## config.mk

```make
export PLATFORM = sky130hd
export DESIGN_NAME = jrs_fifo
export DESIGN_NICKNAME = d
export VERILOG_FILES = /design/src/rtl/core/jrs_pkg.sv /design/src/rtl/core/jrs_fifo.sv
export SDC_FILE = /design/constraint.sdc
export NUM_CORES = 1
export LEC_CHECK = 0
export BUFFER_PORTS_ARGS = -buffer_cell sky130_fd_sc_hd__buf_2
export CORE_AREA = 5 5 223 225
export DETAILED_ROUTE_END_ITERATION = 6
export DIE_AREA = 0 0 228 230
export PLACE_DENSITY_LB_ADDON = 0.12
export SETUP_SLACK_MARGIN = 0.15
export SKIP_LAST_GASP = 1
export SYNTH_ARGS = -nofsm -noshare
export SYNTH_HDL_FRONTEND = slang
export SYNTH_SLANG_ARGS = --single-unit
```

## constraint.sdc

```tcl
create_clock -name clk -period 7.64 [get_ports clk]
set_input_delay 0.382 -clock clk [delete_from_list [all_inputs] [get_ports clk]]
set_output_delay 0.382 -clock clk [all_outputs]
set_load 0.02 [all_outputs]
```

## src/rtl/core/jrs_pkg.sv

```systemverilog
package jrs_pkg;

	localparam int MAX_GRID  = 1024;
	localparam int MIN_GRID  = 4;
	localparam int DATA_BITS = 32;
	localparam int IDX_W     = $clog2(MAX_GRID);
	localparam int SIZE_W    = IDX_W + 1;
	localparam int WEIGHT_W  = 18;
	localparam int FRAC_W    = 16;

	localparam int QDEPTH    = 4;
	localparam int QPTR_W    = $clog2(QDEPTH);
	localparam int QCNT_W    = $clog2(QDEPTH + 1);

	localparam int PADDR_W   = 3;
	localparam int PDATA_W   = 32;

	localparam logic [SIZE_W-1:0]   SIZE_RESET   = SIZE_W'(64);
	localparam logic [WEIGHT_W-1:0] WEIGHT_RESET = WEIGHT_W'(58982);

	typedef enum logic [0:0] {
		REG_GRID_SIZE    = 1'b0,
		REG_RELAX_WEIGHT = 1'b1
	} jrs_reg_t;

	// Sweep control handed from the register block to the front end.
	typedef struct packed {
		logic             restart;
		logic [IDX_W-1:0] last_idx;
	} jrs_cfg_t;

	// One stencil job: everything the back end needs for point (row-1, col),
	// plus the copy of point (row, col) on the last row.
	typedef struct packed {
		logic [DATA_BITS-1:0] x;
		logic [DATA_BITS-1:0] up;
		logic [DATA_BITS-1:0] ctr;
		logic [DATA_BITS-1:0] left;
		logic [DATA_BITS-1:0] right;
		logic [IDX_W-1:0]     row;
		logic [IDX_W-1:0]     col;
		logic                 upper_copy;
		logic                 emit_lower;
		logic                 last;
	} jrs_item_t;

endpackage

```

## src/rtl/core/jrs_fifo.sv

```systemverilog
module jrs_fifo
	import jrs_pkg::*;
(
	input  logic              clk,
	input  logic              arst_n,
	input  logic              push,
	input  jrs_item_t         push_item,
	input  logic              pop,
	output jrs_item_t         pop_item,
	output logic              nonempty,
	output logic [QCNT_W-1:0] level
);

	jrs_item_t         entry_q [QDEPTH];
	logic [QPTR_W-1:0] wr_ptr_q;
	logic [QPTR_W-1:0] rd_ptr_q;
	logic [QCNT_W-1:0] level_q;

	always_ff @(posedge clk or negedge arst_n) begin
		if (!arst_n) begin
			wr_ptr_q <= '0;
			rd_ptr_q <= '0;
			level_q  <= '0;
		end else begin
			if (push) begin
				wr_ptr_q <= wr_ptr_q + 1'b1;
			end
			if (pop) begin
				rd_ptr_q <= rd_ptr_q + 1'b1;
			end
			case ({push, pop})
				2'b10:   level_q <= level_q + 1'b1;
				2'b01:   level_q <= level_q - 1'b1;
				default: level_q <= level_q;
			endcase
		end
	end

	always_ff @(posedge clk) begin
		if (push) begin
			entry_q[wr_ptr_q] <= push_item;
		end
	end

	assign pop_item = entry_q[rd_ptr_q];
	assign nonempty = (level_q != '0);
	assign level    = level_q;

endmodule

```

==> results.py <==
metrics = {
    "cells_and_area": {
        "mostFrequentLayoutCell": "edfxtp_1",
        "multiInputGateArea_sq_mm": 0.004324,
        "mostFrequentLayoutCells": "edfxtp_1, buf_2, mux4_2",
        "regArea_sq_mm": 0.02216,
        "layoutNonFillerInstCount": 2265,
        "fillers": 2861,
        "area_growth_pct": 24.53,
        "fin_util_pct": 70.52,
        "final_nets": 1782,
        "drive_above_1_share_pct": 41.06,
    },
    "route": {
        "drt-initial-drc-count": 706,
        "ant_nets": 0,
        "wire_per_inst_microns": 23.89,
        "vias": 12560,
        "dr.pass1.iters": 4,
        "routed_via_density": 5.544,
        "wl_microns": 54120,
        "drc_errors": 0,
    },
    "synthesis": {
        "yosysSeqAreaShare_pct": 82.64,
        "synth_area_sq_mm": 0.02681,
        "post_synth_num_cell_types": 19,
        "ys_ff_latch": 739,
        "syn-instance-count": 991,
        "synth.net_count": 1184,
        "yosysWarnings": 0,
        "avgSynthCellArea_sq_um": 27.05,
    },
    "global_routing": {
        "grt_util_met2_pct": 33.63,
        "grt_use_met1_pct": 28.63,
        "use_met3_pct": 5.786,
        "track_usage_pct": 21.01,
        "overflow": 0,
        "busiest_layer": "met2",
        "grt_max_degree": 144,
        "grt_pass1_wl_microns": 83810,
        "antenna_found_initial": 8,
        "grt_pass1_vias": 13630,
    },
    "power_and_ir_drop": {
        "total_leakage_power_nw": 11.53,
        "ir_drop_uv": 291.8,
        "powerDensity_mw_per_mm2": 390.3,
        "power.total_w": 0.01303,
    },
    "clock_tree": {
        "insertion_delay_ns": 0.59,
        "clkTransAtPathRegs_ns": 0.06,
        "cts_tree": "built",
        "clock_path_buffers": 3,
        "clockRootBuffer": "clkbuf_16",
        "cts_setup_buffers": 0,
        "cts_num_sinks": 739,
        "cts_made_buffers": 73,
        "htree_levels": 3,
        "cts_resized": 0,
    },
    "worst_hold_path": {
        "hp-class": "in2reg",
    },
    "floorplan": {
        "fp.dieArea_sq_mm": 0.05244,
        "coreArea_sq_mm": 0.04735,
        "initial_core_util_pct": 56.63,
        "die_w_microns": 228,
        "io_pins": 374,
        "rows": 80,
        "dieHeight_microns": 230,
    },
    "sta": {
        "relSlewSlack_pct": 26.62,
        "period_needed_ns": 3.660,
        "fmax_mhz": 273.2,
        "fin_ws_ns": 3.980,
        "drv_slew": 0,
        "rsz0062_at_grt": "no",
        "timing.final.crit_share_pct": 47.91,
        "worst_pin_slew_ns": 1.101,
        "setup_tns_ns": 0,
        "report.final.hold_viol_count": 0,
        "setup_violations": 0,
        "fin_skew_ns": 0.01804,
    },
    "critical_path": {
        "cp-end-kind": "primary output",
        "cp_slowest_stage_delay_ns": 1.16,
        "worstPathArrival_ns": 3.28,
        "worst_setup_path_start_kind": "register",
        "cp_num_buf_inv": 2,
        "cp.required_ns": 7.26,
        "cp_slowest_cell": "dfrtp_4",
        "path_class": "reg2out",
        "critical-path-top-delay-family": "flip-flops",
        "crit_fanout": 67,
        "cp_cell_sequence": "buf_4 > mux4_2 > buf_2",
    },
    "run": {
        "cap_violations": 0,
    },
    "status": {
        "status": "complete, no violations",
    },
    "placed_design": {
        "dp_slack_ns": 4.512,
        "gp_congestion": 0.7117,
        "post-dp-hpwl_microns": 31710,
        "port_buffers": 373,
        "dp_cells": 1952,
    },
}
[registers in the layout, summed over array words and instances, names as in the netlist]
register / flops
rd_ptr_q: 2
entry_q: 732
level: 3
wr_ptr_q: 2
[area by class of cell]
| cell class | instances | area share, % |
|---|---|---|
| Antenna cell | 6 | 0.04497 |
| Clock buffer | 92 | 5.876 |
| Clock inverter | 38 | 1.083 |
| Inverter | 6 | 0.06746 |
| Multi-Input combinational cell | 205 | 12.95 |
| Sequential cell | 739 | 66.38 |
| Tap cell | 615 | 2.305 |
| Timing Repair Buffer | 564 | 11.29 |
[synthesized netlist by cell type (all sizes together)]
| cell type | n | area (sq um) |
|---|---|---|
| dfrtp | 7 | 175.2 |
| o21ai | 1 | 5.000 |
| nand2 | 2 | 7.510 |
| and2 | 4 | 25.02 |
| xor2 | 4 | 35.03 |
| xnor2 | 2 | 17.52 |
| mux4 | 183 | 4121 |
| mux2i | 1 | 10.01 |
| clkbuf | 1 | 3.750 |
| inv | 6 | 22.52 |
| buf | 40 | 312.8 |
| or3 | 1 | 6.260 |
| ha | 5 | 62.56 |
| fa | 1 | 20.02 |
| edfxtp | 732 | 21980 |
| nor2 | 1 | 3.750 |
[path summary, 6_finish.rpt]
check,endpoint,slack (ns),depth (start not counted),start
min in group asynchronous,rd_ptr_q[0]$_DFFE_PN0P_,0.18,2,arst_n
worst max-delay path,pop_item[105],3.98,3,rd_ptr_q[1]$_DFFE_PN0P_
worst min register to register,level[2]$_DFFE_PN0P_,0.49,1,level[2]$_DFFE_PN0P_
max in group asynchronous,rd_ptr_q[1]$_DFFE_PN0P_,7.27,2,arst_n
worst min-delay path,entry_q[1][126]$_DFFE_PP_,0.04,1,push_item[126]
worst max register to register,entry_q[1][130]$_DFFE_PP_,4.64,5,wr_ptr_q[1]$_DFFE_PN0P_
[metal layers]
layer | up-vias | routed length [microns]
met2 | 388 | 26910
met5 | - | 46
li1 | 5517 | -
met4 | 6 | 1447
met3 | 81 | 3770
met1 | 6565 | 21940
[what timing repair did]
action	CTS	global route
setup endpoints to repair	0	0
hold endpoints to repair	708	0
hold buffers	177	0
[report_power, final]
| part | total, W | leakage (nW) | switching [W] | internal (W) |
|---|---|---|---|---|
| logic | 0.00397 | 3.58 | 0.00238 | 0.00159 |
| registers | 0.00561 | 6.80 | 0.000301 | 0.00530 |
| clock network | 0.00345 | 1.14 | 0.00140 | 0.00205 |
[per-stage QoR]
step                      instance area, sq um  hold WS, ns
after floorplan                          26810      0.08641
after global placement                   29280       0.2264
after detailed placement                 29280       0.2308
after CTS                                33370    0.0002607
after global routing                     33380      0.01477
final                                    33390      0.04331
[cell families (layout without fill, tap and decap cells)]
logic type | after synthesis | in the layout | synth area share [%]
DFF | 739 | 739 | 82.64
muxes | 184 | 184 | 15.41
buffers and inverters | 47 | 700 | 1.265
and+or+nand+nor | 8 | 8 | 0.1587
adders and majority gates | 6 | 6 | 0.3080
xor gates and xnor gates | 6 | 6 | 0.1960
AOI/OAI and AO/OA | 1 | 1 | 0.01865
other | 0 | 6 | 0
(Power assumes the default switching activity.)
