File: src/rtl/core/jrs_pkg.sv
package jrs_pkg;

	localparam int MAX_GRID  = 1024;
	localparam int MIN_GRID  = 4;
	localparam int DATA_BITS = 32;
	localparam int IDX_W     = $clog2(MAX_GRID);
	localparam int SIZE_W    = IDX_W + 1;
	localparam int WEIGHT_W  = 18;
	localparam int FRAC_W    = 16;

	localparam int QDEPTH    = 4;
	localparam int QPTR_W    = $clog2(QDEPTH);
	localparam int QCNT_W    = $clog2(QDEPTH + 1);

	localparam int PADDR_W   = 3;
	localparam int PDATA_W   = 32;

	localparam logic [SIZE_W-1:0]   SIZE_RESET   = SIZE_W'(64);
	localparam logic [WEIGHT_W-1:0] WEIGHT_RESET = WEIGHT_W'(58982);

	typedef enum logic [0:0] {
		REG_GRID_SIZE    = 1'b0,
		REG_RELAX_WEIGHT = 1'b1
	} jrs_reg_t;

	// Sweep control handed from the register block to the front end.
	typedef struct packed {
		logic             restart;
		logic [IDX_W-1:0] last_idx;
	} jrs_cfg_t;

	// One stencil job: everything the back end needs for point (row-1, col),
	// plus the copy of point (row, col) on the last row.
	typedef struct packed {
		logic [DATA_BITS-1:0] x;
		logic [DATA_BITS-1:0] up;
		logic [DATA_BITS-1:0] ctr;
		logic [DATA_BITS-1:0] left;
		logic [DATA_BITS-1:0] right;
		logic [IDX_W-1:0]     row;
		logic [IDX_W-1:0]     col;
		logic                 upper_copy;
		logic                 emit_lower;
		logic                 last;
	} jrs_item_t;

endpackage

File: src/rtl/core/jrs_back.sv
module jrs_back
	import jrs_pkg::*;
(
	input  logic                 clk,
	input  logic                 arst_n,
	input  logic [WEIGHT_W-1:0]  weight,
	input  logic                 q_valid,
	input  jrs_item_t            q_item,
	output logic                 q_pop,
	output logic                 result_valid,
	input  logic                 result_stall,
	output logic [DATA_BITS-1:0] value,
	output logic [IDX_W-1:0]     row,
	output logic [IDX_W-1:0]     col,
	output logic                 last
);

	localparam int SUM_W  = DATA_BITS + 2;
	localparam int DIFF_W = DATA_BITS + 1;
	localparam int PROD_W = DIFF_W + WEIGHT_W + 1;
	localparam int SH_W   = PROD_W - FRAC_W;
	localparam int TOT_W  = SH_W + 1;

	logic out_free;
	logic adv;

	logic                     valid_s1;
	logic                     valid_s2;
	logic                     valid_s3;
	jrs_item_t                item_s1;
	jrs_item_t                item_s2;
	jrs_item_t                item_s3;
	logic signed [DIFF_W-1:0] diff_s2;
	logic signed [PROD_W-1:0] prod_s3;

	logic        [SUM_W-1:0]  nb_sum;
	logic        [DIFF_W-1:0] diff;
	logic signed [SH_W-1:0]   prod_sh;
	logic signed [TOT_W-1:0]  total;
	logic [DATA_BITS-1:0]     relaxed;
	logic [DATA_BITS-1:0]     upper_value;

	logic                 res_valid_q;
	logic [DATA_BITS-1:0] value_q;
	logic [IDX_W-1:0]     row_q;
	logic [IDX_W-1:0]     col_q;
	logic                 last_q;
	logic                 pend_q;
	logic [DATA_BITS-1:0] pend_value_q;
	logic [IDX_W-1:0]     pend_row_q;
	logic [IDX_W-1:0]     pend_col_q;
	logic                 pend_last_q;

	assign out_free = !res_valid_q || !result_stall;
	// Freeze the pipe while the output is stalled or the second result of a last-row item waits.
	assign adv      = !pend_q && out_free;
	assign q_pop    = adv && q_valid;

	// Neighbor sum, floor divide by four, minus centre.
	always_comb begin
		nb_sum = {{2{item_s1.up[DATA_BITS-1]}}, item_s1.up}
			+ {{2{item_s1.x[DATA_BITS-1]}}, item_s1.x}
			+ {{2{item_s1.left[DATA_BITS-1]}}, item_s1.left}
			+ {{2{item_s1.right[DATA_BITS-1]}}, item_s1.right};
		diff = {nb_sum[SUM_W-1], nb_sum[SUM_W-1:2]}
			- {item_s1.ctr[DATA_BITS-1], item_s1.ctr};
	end

	// Floor shift of the product, add centre, saturate.
	always_comb begin
		prod_sh = prod_s3[PROD_W-1:FRAC_W];
		total   = $signed({{(TOT_W-DATA_BITS){item_s3.ctr[DATA_BITS-1]}}, item_s3.ctr})
			+ $signed({prod_sh[SH_W-1], prod_sh});
		if (total[TOT_W-1:DATA_BITS-1] == '0 || total[TOT_W-1:DATA_BITS-1] == '1) begin
			relaxed = total[DATA_BITS-1:0];
		end else if (total[TOT_W-1]) begin
			relaxed = {1'b1, {(DATA_BITS-1){1'b0}}};
		end else begin
			relaxed = {1'b0, {(DATA_BITS-1){1'b1}}};
		end
		upper_value = item_s3.upper_copy ? item_s3.ctr : relaxed;
	end

	always_ff @(posedge clk or negedge arst_n) begin
		if (!arst_n) begin
			valid_s1    <= 1'b0;
			valid_s2    <= 1'b0;
			valid_s3    <= 1'b0;
			res_valid_q <= 1'b0;
			pend_q      <= 1'b0;
		end else begin
			if (adv) begin
				valid_s1 <= q_pop;
				valid_s2 <= valid_s1;
				valid_s3 <= valid_s2;
			end
			if (pend_q) begin
				if (out_free) begin
					res_valid_q <= 1'b1;
					pend_q      <= 1'b0;
				end
			end else if (adv) begin
				res_valid_q <= valid_s3;
				pend_q      <= valid_s3 && item_s3.emit_lower;
			end
		end
	end

	always_ff @(posedge clk) begin
		if (adv) begin
			item_s1 <= q_item;
			item_s2 <= item_s1;
			diff_s2 <= $signed(diff);
			item_s3 <= item_s2;
			prod_s3 <= $signed({1'b0, weight}) * diff_s2;
		end
		if (pend_q) begin
			if (out_free) begin
				value_q <= pend_value_q;
				row_q   <= pend_row_q;
				col_q   <= pend_col_q;
				last_q  <= pend_last_q;
			end
		end else if (adv && valid_s3) begin
			value_q      <= upper_value;
			row_q        <= item_s3.row - 1'b1;
			col_q        <= item_s3.col;
			last_q       <= 1'b0;
			pend_value_q <= item_s3.x;
			pend_row_q   <= item_s3.row;
			pend_col_q   <= item_s3.col;
			pend_last_q  <= item_s3.last;
		end
	end

	assign result_valid = res_valid_q;
	assign value        = value_q;
	assign row          = row_q;
	assign col          = col_q;
	assign last         = last_q;

endmodule

File: config.mk
export PLATFORM = sky130hd
export DESIGN_NAME = jrs_back
export DESIGN_NICKNAME = d
export VERILOG_FILES = /design/src/rtl/core/jrs_pkg.sv /design/src/rtl/core/jrs_back.sv
export SDC_FILE = /design/constraint.sdc
export NUM_CORES = 2
export LEC_CHECK = 0
export ABC_AREA = 1
export BUFFER_PORTS_ARGS = -buffer_cell sky130_fd_sc_hd__buf_2
export CELL_PAD_IN_SITES_DETAIL_PLACEMENT = 1
export CELL_PAD_IN_SITES_GLOBAL_PLACEMENT = 1
export CORE_ASPECT_RATIO = 1.1
export CORE_MARGIN = 1
export CORE_UTILIZATION = 46
export CTS_BUF_LIST = sky130_fd_sc_hd__clkbuf_8
export DETAILED_ROUTE_END_ITERATION = 6
export HOLD_SLACK_MARGIN = 0.1
export PLACE_DENSITY = 0.84
export SLEW_MARGIN = 40
export SYNTH_ARGS = -nofsm -noshare
export SYNTH_HDL_FRONTEND = slang
export SYNTH_SLANG_ARGS = --single-unit
File: constraint.sdc
create_clock -name clk -period 25.6 [get_ports clk]
set_input_delay 1.28 -clock clk [delete_from_list [all_inputs] [get_ports clk]]
set_output_delay 1.28 -clock clk [all_outputs]
set_load 0.01 [all_outputs]
==> metrics.md <==
| Metric | Value |
|---|---|
| Fill count | `between 10k and 15k` |
| Post-cts repair resize count | `0` |
| Crit. End Element | `register` |
| Total Nets Final | `~6.2k` |
| Post-synth EDFFs | `532` |
| CTS Buf Count | `85` |
| Min Tclk post-route | `7.313 ns` |
| Unrepaired setup endpoints after global routing | `no` |
| Cell with the most instances after synthesis | `inv_1` |
| Top cells by area, synth | `edfxtp_1 34%, fa_1 27%, inv_1 11%` |
| Wire length per cell | `~22 um` |
| Area leader, netlist | `edfxtp_1` |
| Synth top cells by count | `1,304 x inv_1, 1,147 x nand2_1, 639 x fa_1` |
| Largest net degree at the start of global routing | `117` |
| Vias in the first global route | `38.84k` |
| Sequential cell area | `0.01610 mm2` |
| Met1 wire length | `~55,000 um` |
| Area delta synth->final | `9.900%` |
| Register bit total from synthesis | `537` |
| CP max FO | `33` |
| Final max-slew violation count | `0` |
| Max_cap viols | `0` |
| Post-Place Cells | `6,347` |
| Starting Density | `a little under half` |
| Cell variety after synth | `43` |
| Met2 WL | `roughly 73,000 um` |
| Die width | `305.2 um` |
| Final hold violation count | `0` |
| Synthesized Nets | `~6.0k` |
| Yosys top cell area share | `~34%` |
| Reg2Reg Setup Slack | `between 15 and 20 ns` |
| Cell Rows | `121` |
| Antenna Nets Post-Route | `0` |
| Crit path DAT | `7.75 ns` |
| Final wirelength | `143,300 um` |
| Via count | `~34k` |
| Finished Layout Cells | `6,509` |
| Ports | `260` |
| Crit path from | `weight[13]` |
| Reg2reg end | `prod_s3[48]` |
| Clock tree buffer depth | `3` |
| Worst slew margin | `42.66%` |
| Top Metal Used | `met4` |
| Clk Latency, worst-skew pair | `0.72 ns` |
| Die ar. | `0.1024 mm2` |
| Post-synthesis async set-or-reset flop share | `0.9311%` |
| Clock root buffer | `clkbuf_8` |
| Worst Skew | `0.04613 ns` |
| Die H | `335.5 um` |
| Final period utilization | `28.57%` |
| Share of cells above drive strength 1 | `9.140%` |
| Synth Flop Type | `edfxtp_1` |
| Port bufs | `259` |
| Setup TNS | `0 ns` |
| End point of the critical path | `prod_s3[48]` |
| Synth Instances | `4,906` |
| H-tree levels | `3` |
| Dpl hpwl | `115,900 um` |
| Setup bufs post-CTS | `0` |
| Worst min-delay path class | `input port to asynchronous set/reset pin` |
| Multi-input logic area | `0.02490 mm2` |
| GRT overflow | `0` |
| Sink Count | `537` |
| CORE AREA | `between 0.09 and 0.1 mm2` |
| Synth Cell Area | `0.04652 mm2` |
| WL met3 | `about 8700 um` |
| RD Place Congestion | `0.9626` |
| Initial DRC count | `2,369` |
| Synthesized area per cell | `between 9 and 10 um2` |
| CTS Hold Buffers Added | `0` |
| TritonCTS clock tree | `built` |
| Wire length of the first global-routing pass | `between 200,000 and 250,000 um` |
| Initial antenna violation count | `10` |
| Reg clk slew, reported paths | `0.06 ns` |
| Finish-stage setup viols | `0` |
| Crit path kind | `input port to register` |
| Max Fclk | `136.7 MHz` |
| Worst Path Required | `roughly 26 ns` |
| Worst setup SP type | `input port` |
| Status | `complete, no violations` |
| Total GRT Usage | `28.25%` |
| R2R cell count | `19` |
| Worst-margin pin slew | `about 0.86 ns` |
| DR DRC count | `0` |
| Crit Reg-Reg Startpoint | `diff_s2[7]` |
| Register area share after synthesis | `about a third` |
| DR vias/cell | `5.291` |
| Synthesis Warnings | `0` |
| Number of detailed-route iterations in the first pass | `6` |
## registers in the layout (all words and copies together), names as in the netlist
name and count:
col 10, diff_s2 33, item_s1 183, item_s2 87, item_s3 87, last 1, pend_col_q 10, pend_last_q 1
pend_q 1, pend_row_q 10, pend_value_q 32, prod_s3 36, result_valid 1, row 10, valid_s1 1, valid_s2 1
valid_s3 1, value 32
## area by class of cell
cell class | instances | area share (%)
clock buffer | 90 | 2.423
multi-input combinational | 2902 | 48.71
tap | 1291 | 3.159
sequential | 537 | 31.49
timing repair buffer | 312 | 3.727
inverter | 1307 | 9.595
antenna | 10 | 0.04894
clock inverter | 60 | 0.8492
## kinds of logic (layout without fill, tap and decap cells)
family | count (synthesis) | count (layout) | share of synthesized area (%)
buf+inv | 1467 | 1769 | 11.94
compound gates | 376 | 376 | 4.419
flops | 537 | 537 | 34.61
xor+xnor | 138 | 138 | 2.598
simple gates | 1524 | 1524 | 12.89
fa+ha+maj | 864 | 864 | 33.55
other cells | 0 | 10 | 0
## how the worst min path moves through the flow
| stage | start | to | slack [ns] |
|---|---|---|---|
| 3_5_place_dp | item_s1[5] | item_s2[5] | 0.41 |
| 3_3_place_gp | item_s2[161] | item_s3[161] | 0.40 |
| 4_1_cts | arst_n | pend_q | 0.32 |
| 2_1_floorplan | item_s1[0] | item_s2[0] | 0.40 |
| 5_1_grt | arst_n | pend_q | 0.35 |
| 6_report | arst_n | pend_q | 0.39 |
## metrics by stage
step	setup WS, ns	hold slack, ns	area, um2	util, %
2_1_floorplan	0.4374	0.4003	46520	-
3_3_place_gp	17.92	0.4007	48970	49.16
3_5_place_dp	17.71	0.4056	49380	49.57
4_1_cts	18.47	0.3208	51050	51.25
5_1_grt	18.08	0.3540	51130	51.32
6_report	18.29	0.3909	51130	51.33
## worst max-delay path, cell delays in order
cell	delay, ns
buf_2	0.64
nand2_1	0.23
fa_1	0.61
inv_1	0.07
fa_1	0.57
fa_1	0.48
fa_1	0.47
fa_1	0.56
inv_1	0.06
fa_1	0.55
inv_1	0.08
ha_1	0.39
a21oi_1	0.17
inv_1	0.08
a31oi_1	0.21
inv_1	0.10
a21oi_1	0.24
o21ai_0	0.14
a21oi_1	0.43
o21ai_0	0.19
xor2_1	0.17
## routing by layer
| metal | GRT usage (%) | vias up |
|---|---|---|
| li1 | - | 15180 |
| met2 | 50.20 | 1378 |
| met4 | 13.23 | 0 |
| met1 | 33.93 | 17500 |
| met5 | 0 | - |
| met3 | 3.762 | 376 |
## cell usage in the layout (no fill, tap or decap), drive strengths merged, types with 29 or more instances in the layout
cell / synthesis / final
inv: 1307 / 1331
fa: 639 / 639
xnor2: 55 / 55
buf: 27 / 312
nand2: 1169 / 1169
edfxtp: 532 / 532
clkinv: 0 / 29
nor2: 250 / 250
xor2: 83 / 83
ha: 225 / 225
clkbuf: 133 / 90
o21ai: 99 / 99
nand3: 57 / 57
a21oi: 201 / 201
Power is not shown: default switching activity piles up to over one toggle a cycle in this logic, so the estimate is an artifact.
